**src/rtl/sau_pkg.sv**
```systemverilog
// ----------------------------------------------------------------------------
// sau_pkg: shared types and constants of the stack arithmetic unit
// Word and stack sizes, command and status codes, controller states and the
// control word that steers each stack cell.
// ----------------------------------------------------------------------------
package sau_pkg;

    localparam int STACK_DEPTH = 64;
    localparam int WORD_WIDTH  = 32;
    localparam int COUNT_W     = 7;
    localparam int CMD_W       = 3;
    localparam int DIV_CNT_W   = $clog2(WORD_WIDTH);

    typedef enum logic [CMD_W-1:0] {
        CMD_PUSH = 3'd0,
        CMD_ADD  = 3'd1,
        CMD_SUB  = 3'd2,
        CMD_DIV  = 3'd3,
        CMD_MUL  = 3'd4,
        CMD_MOD  = 3'd5
    } cmd_t;

    typedef enum logic [1:0] {
        ST_OK      = 2'd0,
        ST_SHORT   = 2'd1,
        ST_DIVZERO = 2'd2,
        ST_FULL    = 2'd3
    } status_t;

    typedef enum logic [1:0] {
        S_IDLE,
        S_EXEC,
        S_DIVIDE,
        S_COMMIT
    } state_t;

    // en: load a new word this cycle; up: take the word from the cell below
    // (pop) instead of the one above (push)
    typedef struct packed {
        logic en;
        logic up;
    } cell_ctrl_t;

endpackage

```
**src/rtl/sau_cell.sv**
```systemverilog
// ----------------------------------------------------------------------------
// sau_cell: one entry of the shifting operand stack
// Holds one word and, when enabled, takes the word of its upper neighbor
// (push) or of its lower neighbor (pop).
// ----------------------------------------------------------------------------
module sau_cell
    import sau_pkg::*;
(
    input  logic                  aclk,
    input  cell_ctrl_t            ctrl,
    input  logic [WORD_WIDTH-1:0] prev_word,
    input  logic [WORD_WIDTH-1:0] next_word,
    output logic [WORD_WIDTH-1:0] word
);

    logic [WORD_WIDTH-1:0] word_reg;
    logic [WORD_WIDTH-1:0] word_next;

    // select the neighbor word, or hold
    always_comb begin
        if (!ctrl.en) begin
            word_next = word_reg;
        end else if (ctrl.up) begin
            word_next = next_word;
        end else begin
            word_next = prev_word;
        end
    end

    always_ff @(posedge aclk) begin
        word_reg <= word_next;
    end

    assign word = word_reg;

endmodule

```
**config.mk**
```make
export PLATFORM = sky130hd
export DESIGN_NAME = sau_cell
export DESIGN_NICKNAME = d
export VERILOG_FILES = /design/src/rtl/sau_pkg.sv /design/src/rtl/sau_cell.sv
export SDC_FILE = /design/constraint.sdc
export NUM_CORES = 1
export LEC_CHECK = 0
export ABC_CLOCK_PERIOD_IN_PS = 1200
export BUFFER_PORTS_ARGS = -buffer_cell sky130_fd_sc_hd__buf_2
export CORE_ASPECT_RATIO = 0.6
export CORE_MARGIN = 8
export CORE_UTILIZATION = 30
export DETAILED_ROUTE_END_ITERATION = 16
export GPL_ROUTABILITY_DRIVEN = 0
export HOLD_SLACK_MARGIN = 0.15
export SLEW_MARGIN = 15
export SYNTH_ARGS = -nofsm -noshare
export SYNTH_HDL_FRONTEND = slang
export SYNTH_SLANG_ARGS = --single-unit
```
**constraint.sdc**
```tcl
create_clock -name aclk -period 1.2 [get_ports aclk]
set_clock_uncertainty 0.15 [all_clocks]
set_input_delay 0.12 -clock aclk [delete_from_list [all_inputs] [get_ports aclk]]
set_output_delay 0.12 -clock aclk [all_outputs]
set_load 0.02 [all_outputs]
```
==> results.md <==
* Syn Inst Count at 68
* Hold_buf cts at 65
* Post-layout util at 0.576
* Port Buffer Count at 98
* Critical Path Start Type: primary input
* Height of the die at 70.9 um
* Setup violators final at 0
* Cell variety after synth at 5
* Vias/cell at 4.03
* Total CTS buffers at 5
* Max_cap viols at 0
* Ports at 99
* H-Tree Level Count at 2
* Setup crit end kind: register
* Drt drc at 0
* Worst-path fanout max at 16
* Crit path required time at 1.04 ns
* Post-Synthesis Net Count at 135
* Tcrit/Tclk final at 0.991
* Die area at 7610 sq um
* Max incr delay on CP at 0.56 ns
* Ys Warns at 0
* Core Area at 4950 sq um
* Worst Tran Pin Value at 0.158 ns
* Tmin final at 1.19 ns
* Max Slew Vio Count at 0
* CP max stage cell: dlygate4sd3_1
* Ant diodes at 0
* Detailed Routing Iterations Pass 1 at 4
* Slew Limit Headroom at 0.895
* Root buffer selected by CTS: clkbuf_8
* Area delta synth->final at 89.5%
* Critical path arrival at 1.03 ns
* # fillers at 390
* TritonCTS clock tree: done
* Mapped cell area at 1510 sq um
* Clock slew at reported path FFs at 0.07 ns
* CP Cell Sequence: dlygate4sd3_1 -> buf_4 -> clkbuf_16
* Top cells by area, synth: edfxtp_1, mux2_4, buf_12
* Total setup buffers inserted after CTS at 0
* Largest net degree at the start of global routing at 33
* TNS Setup at 0 ns
* Vias in the first global route at 1,412
* Nets at 305
* Seq/Total Area, Yosys at 0.638
* Clock sinks at 32
* Synth Area per Inst at 22.1 sq um
* Grt ovf at 0
* Leak pwr at 1.32 nW
* Clock Path Buffers at 2
* Buf+Inv Stages, Crit Path at 3
* Hold endpoint: word[30]$_DFFE_PP_
* Yosys top cell area share at 0.638
* Fmax at 0.841 GHz
* P per Cell Area at 1090 nW/um^2
* Initial antenna violation count at 0
* DRT antenna net count at 0
* Min-Delay Path Depth at 2
* Final Hold Vio Count at 0
* FF+latch count, synth at 32
* Fraction of layout cells with a size suffix above 1 at 0.590
* CP top delay family: buffers and inverters
* DRT iter0 DRCs at 19
* Drt wl/cell at 15.1 um
* Setup Crit Path Kind: primary input to register
* Global Route Usage Sum at 0.120
* Leading area contributor after synthesis: edfxtp_1
* Via count at 1,230
* Row cnt at 20
* Peak supply drop at 480 uV
* Die W at 107 um
* Min-delay worst type: primary input to register
* First-pass GRT wire length at 7.13 mm
* Status: complete, no violations
* Max reg flops at 32
* Hold Path Origin: ctrl[0]
* RSZ-0062 raised after global routing: no
* Starting Density at 0.304
* Final wirelength at 4.61 mm
## metal layers
layer | routed length (um) | vias to the layer above | global-route usage
li1 | - | 605 | -
met1 | 1750 | 568 | 0.116
met2 | 2460 | 52 | 0.228
met3 | 346 | 5 | 0.0435
met4 | 51 | 0 | 0.0459
met5 | 0 | - | 0
## per-stage QoR
step           hold WS [ns]  setup slack (ns)  cells  instance area, sq um  power (mW)
2_1_floorplan        0.0825             0.128     68                  1510        1.72
3_3_place_gp          0.269           0.00842    231                  2070        1.95
3_5_place_dp          0.274           -0.0235    231                  2070        1.96
4_1_cts               0.126            0.0398    304                  2830        3.14
5_1_grt               0.138          0.000927    305                  2850        3.24
6_report              0.136            0.0108    305                  2850        3.11
## area by class of cell
cell class | instances | area (sq um) | area share
clock buffer | 6 | 72.6 | 0.0254
clock inverter | 2 | 35.0 | 0.0123
multi-input combinational | 32 | 473 | 0.166
sequential | 32 | 961 | 0.337
tap | 66 | 82.6 | 0.0289
timing repair buffer | 167 | 1230 | 0.431
## cells in the final DEF (no fill, tap or decap)
cell type / count
dlygate4sd3_1: 65
mux2_4: 30
clkbuf_16: 1
edfxtp_1: 32
clkinv_2: 1
mux2_2: 2
buf_2: 97
clkbuf_1: 1
clkbuf_8: 5
bufinv_16: 1
buf_12: 3
buf_4: 1
## synth_stat cells
cell type  instances
edfxtp_1          32
mux2_4            30
buf_12             3
mux2_2             2
buf_6              1
## kinds of logic (layout without fill, tap and decap cells)
group / Yosys count / after routing / share of synthesized area
flip-flops: 32 / 32 / 0.638
multiplexers: 32 / 32 / 0.314
buffers and inverters: 4 / 175 / 0.0474
## how the worst max path moves through the flow
stage | slack (ns) | start | depth (start not counted) | endpoint
floorplan | 0.13 | ctrl[0] | 3 | word[0]$_DFFE_PP_
global placement | 0.008 | ctrl[0] | 3 | word[31]$_DFFE_PP_
detailed placement | -0.02 | ctrl[0] | 3 | word[18]$_DFFE_PP_
CTS | 0.04 | ctrl[1] | 3 | word[5]$_DFFE_PP_
global route | 0.0009 | ctrl[1] | 3 | word[9]$_DFFE_PP_
finish | 0.01 | ctrl[1] | 3 | word[9]$_DFFE_PP_
## repair_timing
action,CTS,global route
setup endpoints to repair,0,32
resized for setup,0,2
endpoints found under the hold margin,42,2
## report_power, final
group | internal [mW] | switching (mW)
combinational | 0.427 | 0.308
clock | 0.616 | 0.379
sequential | 1.35 | 0.0244
Power figures use the tool's default switching activity.
