<file path="config.mk">
export PLATFORM = sky130hd
export DESIGN_NAME = sau_divider
export DESIGN_NICKNAME = d
export VERILOG_FILES = /design/src/rtl/sau_pkg.sv /design/src/rtl/sau_divider.sv
export SDC_FILE = /design/constraint.sdc
export NUM_CORES = 1
export LEC_CHECK = 0
export ABC_AREA = 1
export BUFFER_PORTS_ARGS = -buffer_cell sky130_fd_sc_hd__buf_2
export CORE_MARGIN = 2
export CORE_UTILIZATION = 38
export DETAILED_ROUTE_END_ITERATION = 16
export GPL_TIMING_DRIVEN = 0
export SETUP_SLACK_MARGIN = 0.1
export SYNTH_ARGS = -nofsm -noshare
export SYNTH_HDL_FRONTEND = slang
export SYNTH_SLANG_ARGS = --single-unit
</file>
<file path="constraint.sdc">
create_clock -name aclk -period 2.4 [get_ports aclk]
set_input_delay 0.12 -clock aclk [delete_from_list [all_inputs] [get_ports aclk]]
set_output_delay 0.12 -clock aclk [all_outputs]
set_load 0.02 [all_outputs]
</file>
<file path="src/rtl/sau_pkg.sv">
// ----------------------------------------------------------------------------
// sau_pkg: shared types and constants of the stack arithmetic unit
// Word and stack sizes, command and status codes, controller states and the
// control word that steers each stack cell.
// ----------------------------------------------------------------------------
package sau_pkg;

    localparam int STACK_DEPTH = 64;
    localparam int WORD_WIDTH  = 32;
    localparam int COUNT_W     = 7;
    localparam int CMD_W       = 3;
    localparam int DIV_CNT_W   = $clog2(WORD_WIDTH);

    typedef enum logic [CMD_W-1:0] {
        CMD_PUSH = 3'd0,
        CMD_ADD  = 3'd1,
        CMD_SUB  = 3'd2,
        CMD_DIV  = 3'd3,
        CMD_MUL  = 3'd4,
        CMD_MOD  = 3'd5
    } cmd_t;

    typedef enum logic [1:0] {
        ST_OK      = 2'd0,
        ST_SHORT   = 2'd1,
        ST_DIVZERO = 2'd2,
        ST_FULL    = 2'd3
    } status_t;

    typedef enum logic [1:0] {
        S_IDLE,
        S_EXEC,
        S_DIVIDE,
        S_COMMIT
    } state_t;

    // en: load a new word this cycle; up: take the word from the cell below
    // (pop) instead of the one above (push)
    typedef struct packed {
        logic en;
        logic up;
    } cell_ctrl_t;

endpackage

</file>
<file path="src/rtl/sau_divider.sv">
// ----------------------------------------------------------------------------
// sau_divider: iterative signed divider, one quotient bit per cycle
// Restoring division on magnitudes; quotient truncates toward zero and the
// remainder takes the sign of the dividend.
// ----------------------------------------------------------------------------
module sau_divider
    import sau_pkg::*;
(
    input  logic                  aclk,
    input  logic                  aresetn,
    input  logic                  start,
    input  logic                  is_mod,
    input  logic [WORD_WIDTH-1:0] dividend,
    input  logic [WORD_WIDTH-1:0] divisor,
    output logic                  done,
    output logic [WORD_WIDTH-1:0] result
);

    logic                  busy_reg, busy_next;
    logic                  done_reg, done_next;
    logic [DIV_CNT_W-1:0]  cnt_reg, cnt_next;
    logic [WORD_WIDTH-1:0] rem_reg, rem_next;
    logic [WORD_WIDTH-1:0] quo_reg, quo_next;
    logic [WORD_WIDTH-1:0] dsr_reg, dsr_next;
    logic                  mod_reg, mod_next;
    logic                  neg_q_reg, neg_q_next;
    logic                  neg_r_reg, neg_r_next;

    logic [WORD_WIDTH:0]   shifted;
    logic [WORD_WIDTH:0]   diff;
    logic [WORD_WIDTH-1:0] mag_a;
    logic [WORD_WIDTH-1:0] mag_b;

    // operand magnitudes
    assign mag_a = dividend[WORD_WIDTH-1] ? (~dividend + 1'b1) : dividend;
    assign mag_b = divisor[WORD_WIDTH-1]  ? (~divisor + 1'b1)  : divisor;

    // one restoring step
    assign shifted = {rem_reg, quo_reg[WORD_WIDTH-1]};
    assign diff    = shifted - {1'b0, dsr_reg};

    always_comb begin
        busy_next  = busy_reg;
        done_next  = 1'b0;
        cnt_next   = cnt_reg;
        rem_next   = rem_reg;
        quo_next   = quo_reg;
        dsr_next   = dsr_reg;
        mod_next   = mod_reg;
        neg_q_next = neg_q_reg;
        neg_r_next = neg_r_reg;
        if (start) begin
            busy_next  = 1'b1;
            cnt_next   = DIV_CNT_W'(WORD_WIDTH - 1);
            rem_next   = '0;
            quo_next   = mag_a;
            dsr_next   = mag_b;
            mod_next   = is_mod;
            neg_q_next = dividend[WORD_WIDTH-1] ^ divisor[WORD_WIDTH-1];
            neg_r_next = dividend[WORD_WIDTH-1];
        end else if (busy_reg) begin
            if (!diff[WORD_WIDTH]) begin
                rem_next = diff[WORD_WIDTH-1:0];
                quo_next = {quo_reg[WORD_WIDTH-2:0], 1'b1};
            end else begin
                rem_next = shifted[WORD_WIDTH-1:0];
                quo_next = {quo_reg[WORD_WIDTH-2:0], 1'b0};
            end
            cnt_next = cnt_reg - 1'b1;
            if (cnt_reg == '0) begin
                busy_next = 1'b0;
                done_next = 1'b1;
            end
        end
    end

    always_ff @(posedge aclk) begin
        if (!aresetn) begin
            busy_reg <= 1'b0;
            done_reg <= 1'b0;
        end else begin
            busy_reg <= busy_next;
            done_reg <= done_next;
        end
    end

    always_ff @(posedge aclk) begin
        cnt_reg   <= cnt_next;
        rem_reg   <= rem_next;
        quo_reg   <= quo_next;
        dsr_reg   <= dsr_next;
        mod_reg   <= mod_next;
        neg_q_reg <= neg_q_next;
        neg_r_reg <= neg_r_next;
    end

    // apply signs to the finished magnitudes
    always_comb begin
        if (mod_reg) begin
            result = neg_r_reg ? (~rem_reg + 1'b1) : rem_reg;
        end else begin
            result = neg_q_reg ? (~quo_reg + 1'b1) : quo_reg;
        end
    end

    assign done = done_reg;

endmodule

</file>
==> results.py <==
metrics = {
    "placement": {
        "detailed_place_hpwl_um": 29300,
        "cell_count_after_placement": 2168,
        "gp_congestion": 0.938,
        "numPortBuffers": 99,
    },
    "clock_tree": {
        "cts-buffers-inserted": 9,
        "max-clock-path-buffers": 2,
        "clock_latency_ps": 360,
        "cts.reportedPaths.clkPinSlew_ps": 90,
        "cts_root_buffer": "sky130_fd_sc_hd__clkbuf_16",
        "tritoncts": "built",
        "cts_max_level": 3,
        "cts.sinks": 106,
    },
    "drt": {
        "routed_wirelength_um": 37400,
        "firstDrtPassIters": 6,
        "post_route_ant_nets": 0,
        "detailroute.via_count": 11729,
        "routed_via_density": 5.13,
        "drt_iter0_markers": 1021,
        "drc": 0,
        "wl_per_cell_um": 16.4,
    },
    "synth": {
        "syn-num-nets": 1835,
        "syn-mean-instance-area_sq_um": 6.05,
        "warnings_synthesis": 0,
        "syn_inst": 1728,
        "yosys.cell_types.count": 47,
        "flops_latches_synth": 106,
        "sequential_element_share_of_the_synthesized_area_pct": 26.7,
        "syn-cell-area_sq_um": 10500,
    },
    "sta": {
        "final-max-slew-violation-count": 0,
        "finalCriticalPeriod_ps": 2590,
        "final.hold.worst_slack_ps": 67.3,
        "final_setup_margin_ps": -195,
        "timing_worst_slew_pin_value_ps": 921,
        "unrepaired_setup_endpoints_after_global_routing": "yes",
        "timing.max_slew.rel_slack_pct": 38.6,
        "final_worst_clock_skew_ps": 12.6,
        "hold_viol": 0,
        "maximum_clock_rate_ghz": 0.385,
        "finalSetupViolations": 43,
        "totalNegativeSetupSlack_ps": -4620,
        "post-route-period-util_pct": 108,
    },
    "worst_hold_path": {
        "min_delay_path_depth": 3,
        "timing.hold.worst.start": "dividend[0]",
        "hold_end": "quo_reg[0]$_DFFE_PP_",
        "timing.hold.worst.class": "in -> reg",
    },
    "floorplanning": {
        "die_area_sq_um": 28900,
        "initial_util_pct": 38.7,
        "floorplan.die.height_um": 170,
        "fp-row-count": 60,
        "core-area_sq_um": 27000,
        "pin_count": 101,
        "die_w_um": 170,
    },
    "pwr": {
        "p_comb_share_pct": 34.9,
        "power_per_unit_of_standard_cell_area_nw_per_um2": 414,
        "total_power_mw": 5.75,
        "p_sw_share_pct": 37.4,
        "p_seq_share_pct": 38.4,
        "power_switching_mw": 2.15,
        "power_internal_mw": 3.60,
        "leakagePower_nw": 7.03,
        "power.ir.vdd_worst_mv": 0.417,
        "share_clk_of_total_power_pct": 26.7,
    },
    "worst_setup_path": {
        "critical_path_fanouts_max": 8,
        "critPathLaunchType": "register",
        "worst_ep_required_time_ps": 2700,
        "worstPathArrival_ps": 2890,
        "path_class": "reg -> reg",
        "r2r_slack_ps": -190,
        "worstReg2RegEnd": "rem_reg[11]$_SDFFE_PP0P_",
        "rr_startpoint": "dsr_reg[0]$_DFFE_PP_",
        "end_kind": "register",
        "r2r_cells": 18,
    },
    "final_layout": {
        "stdcell_count": 2286,
        "final_util_pct": 51.4,
        "nFillCells": 2738,
        "areaGrowthSynthToFinish_pct": 32.7,
        "layout_common_cells": "sky130_fd_sc_hd__nand2_1 (478), sky130_fd_sc_hd__inv_1 (266), sky130_fd_sc_hd__nor2_1 (138)",
        "finalNetCount": 2047,
        "final_layout_size_suffix_gt1_share_pct": 25.3,
        "layout_commonest_cell": "sky130_fd_sc_hd__nand2_1",
        "diodes": 0,
    },
    "global_routing": {
        "number_of_antenna_violations_at_the_first_check_in_global_routing": 0,
        "grt_overflow_total": 0,
        "gr-usage-met3_pct": 3.49,
        "grt_use_total_pct": 25.4,
        "met2_usage_pct": 39.5,
        "grt_pass1_vias": 10611,
        "globalRoute.busiestLayer": "met2",
        "global_route_wire_length_before_repair_um": 57200,
        "use_met1_pct": 38.0,
        "grt_start_max_net_pins": 37,
    },
    "status": {
        "run_status": "finished, violations left",
        "violations": "negative setup slack",
    },
    "run": {
        "drv_cap": 0,
    },
}
[through the flow]
step | instance area (sq um) | worst slack (ps)
floorplan | 10500 | 118
global placement | 11400 | -455
detailed placement | 11400 | -469
CTS | 13100 | -149
global route | 13900 | -286
finish | 13900 | -195
[what timing repair did]
action	CTS	global route
resized for setup	266	157
pin swaps	65	78
buffers inserted	61	35
endpoints found under the hold margin	4	0
hold buffers	4	0
cloned	5	0
setup endpoints to repair	96	62
[logic make-up after synthesis]
logic type	after synthesis	share of synthesized area [%]
flip-flops	106	26.7
AO/OA/AOI/OAI	210	10.7
buffers and inverters	334	12.5
adder cells (fa/ha/maj)	39	4.74
AND/OR/NAND/NOR	974	39.9
XOR/XNOR	65	5.44
[per-layer routing]
metal	wire length (um)	share of wire (%)
met2	16400	44
met1	18000	48
met4	363	0.97
met5	0	0
met3	2710	7.2
[power by group through the flow]
stage	sequential, mW	combinational (mW)	clock (mW)
6_report	2.21	2.00	1.53
5_1_grt	2.22	2.17	1.60
4_1_cts	2.20	1.75	1.55
3_5_place_dp	2.24	1.47	0
3_3_place_gp	2.24	1.46	0
2_1_floorplan	2.20	0.964	0
[critical path, cell delays in order, from the launching register on]
cell and delay (ps):
sky130_fd_sc_hd__edfxtp_1 520, sky130_fd_sc_hd__ha_2 250, sky130_fd_sc_hd__fa_2 350, sky130_fd_sc_hd__inv_2 90, sky130_fd_sc_hd__nand2_4 70, sky130_fd_sc_hd__nand2_4 80, sky130_fd_sc_hd__nand3_2 60, sky130_fd_sc_hd__nand2_2 90
sky130_fd_sc_hd__nand2_2 70, sky130_fd_sc_hd__nand2_4 80, sky130_fd_sc_hd__nand2_4 80, sky130_fd_sc_hd__buf_6 130, sky130_fd_sc_hd__nand3_4 80, sky130_fd_sc_hd__nand2_8 110, sky130_fd_sc_hd__buf_6 140, sky130_fd_sc_hd__buf_6 130
sky130_fd_sc_hd__nand2_2 70, sky130_fd_sc_hd__nand3_2 60, sky130_fd_sc_hd__nand2_2 60
[cell type report]
cell class              instances  area (sq um)  area share, %
multi-input cells            1288          7400           53.3
flip-flops and latches        106          2810           20.2
inverters                     295          1130           8.11
clock buffers                   9           225           1.62
clock inverters                 7          77.6          0.559
well taps                     341           427           3.07
plain buffers                  39           231           1.67
repair buffers                201          1590           11.4
[synth_stat cells, drive strengths merged]
cell type	n	share of area (%)
fa	1	0.19
a21o	1	0.072
o22ai	7	0.42
inv	292	10
nor4	1	0.060
and3	3	0.18
nand3b	5	0.36
o21a	1	0.072
or2	9	0.54
clkinv	3	0.11
ha	38	4.5
xnor2	23	1.9
a31oi	8	0.48
o21bai	4	0.29
o31ai	2	0.14
xor2	42	3.5
edfxtp	67	19
nor3	45	2.4
nor2	173	6.4
o32ai	3	0.25
nand2	565	21
o211ai	2	0.14
nand4	30	1.8
a22oi	1	0.072
buf	7	0.78
and2	10	0.62
a21oi	64	3.1
nand3	133	6.5
dfxtp	39	7.5
clkbuf	32	1.1
o21ai	117	5.7
[worst max path at each step]
stage,startpoint,end,slack (ps),cells after the start
after floorplan,quo_reg[31]$_DFFE_PP_,quo_reg[0]$_DFFE_PP_,120,16
after global placement,dsr_reg[0]$_DFFE_PP_,quo_reg[0]$_DFFE_PP_,-450,15
after detailed placement,dsr_reg[0]$_DFFE_PP_,quo_reg[0]$_DFFE_PP_,-470,15
after CTS,dsr_reg[0]$_DFFE_PP_,rem_reg[0]$_SDFFE_PP0P_,-150,18
after global routing,dsr_reg[0]$_DFFE_PP_,rem_reg[11]$_SDFFE_PP0P_,-290,18
final,dsr_reg[0]$_DFFE_PP_,rem_reg[11]$_SDFFE_PP0P_,-190,18
Note: power is estimated with default switching activity, not from simulation.
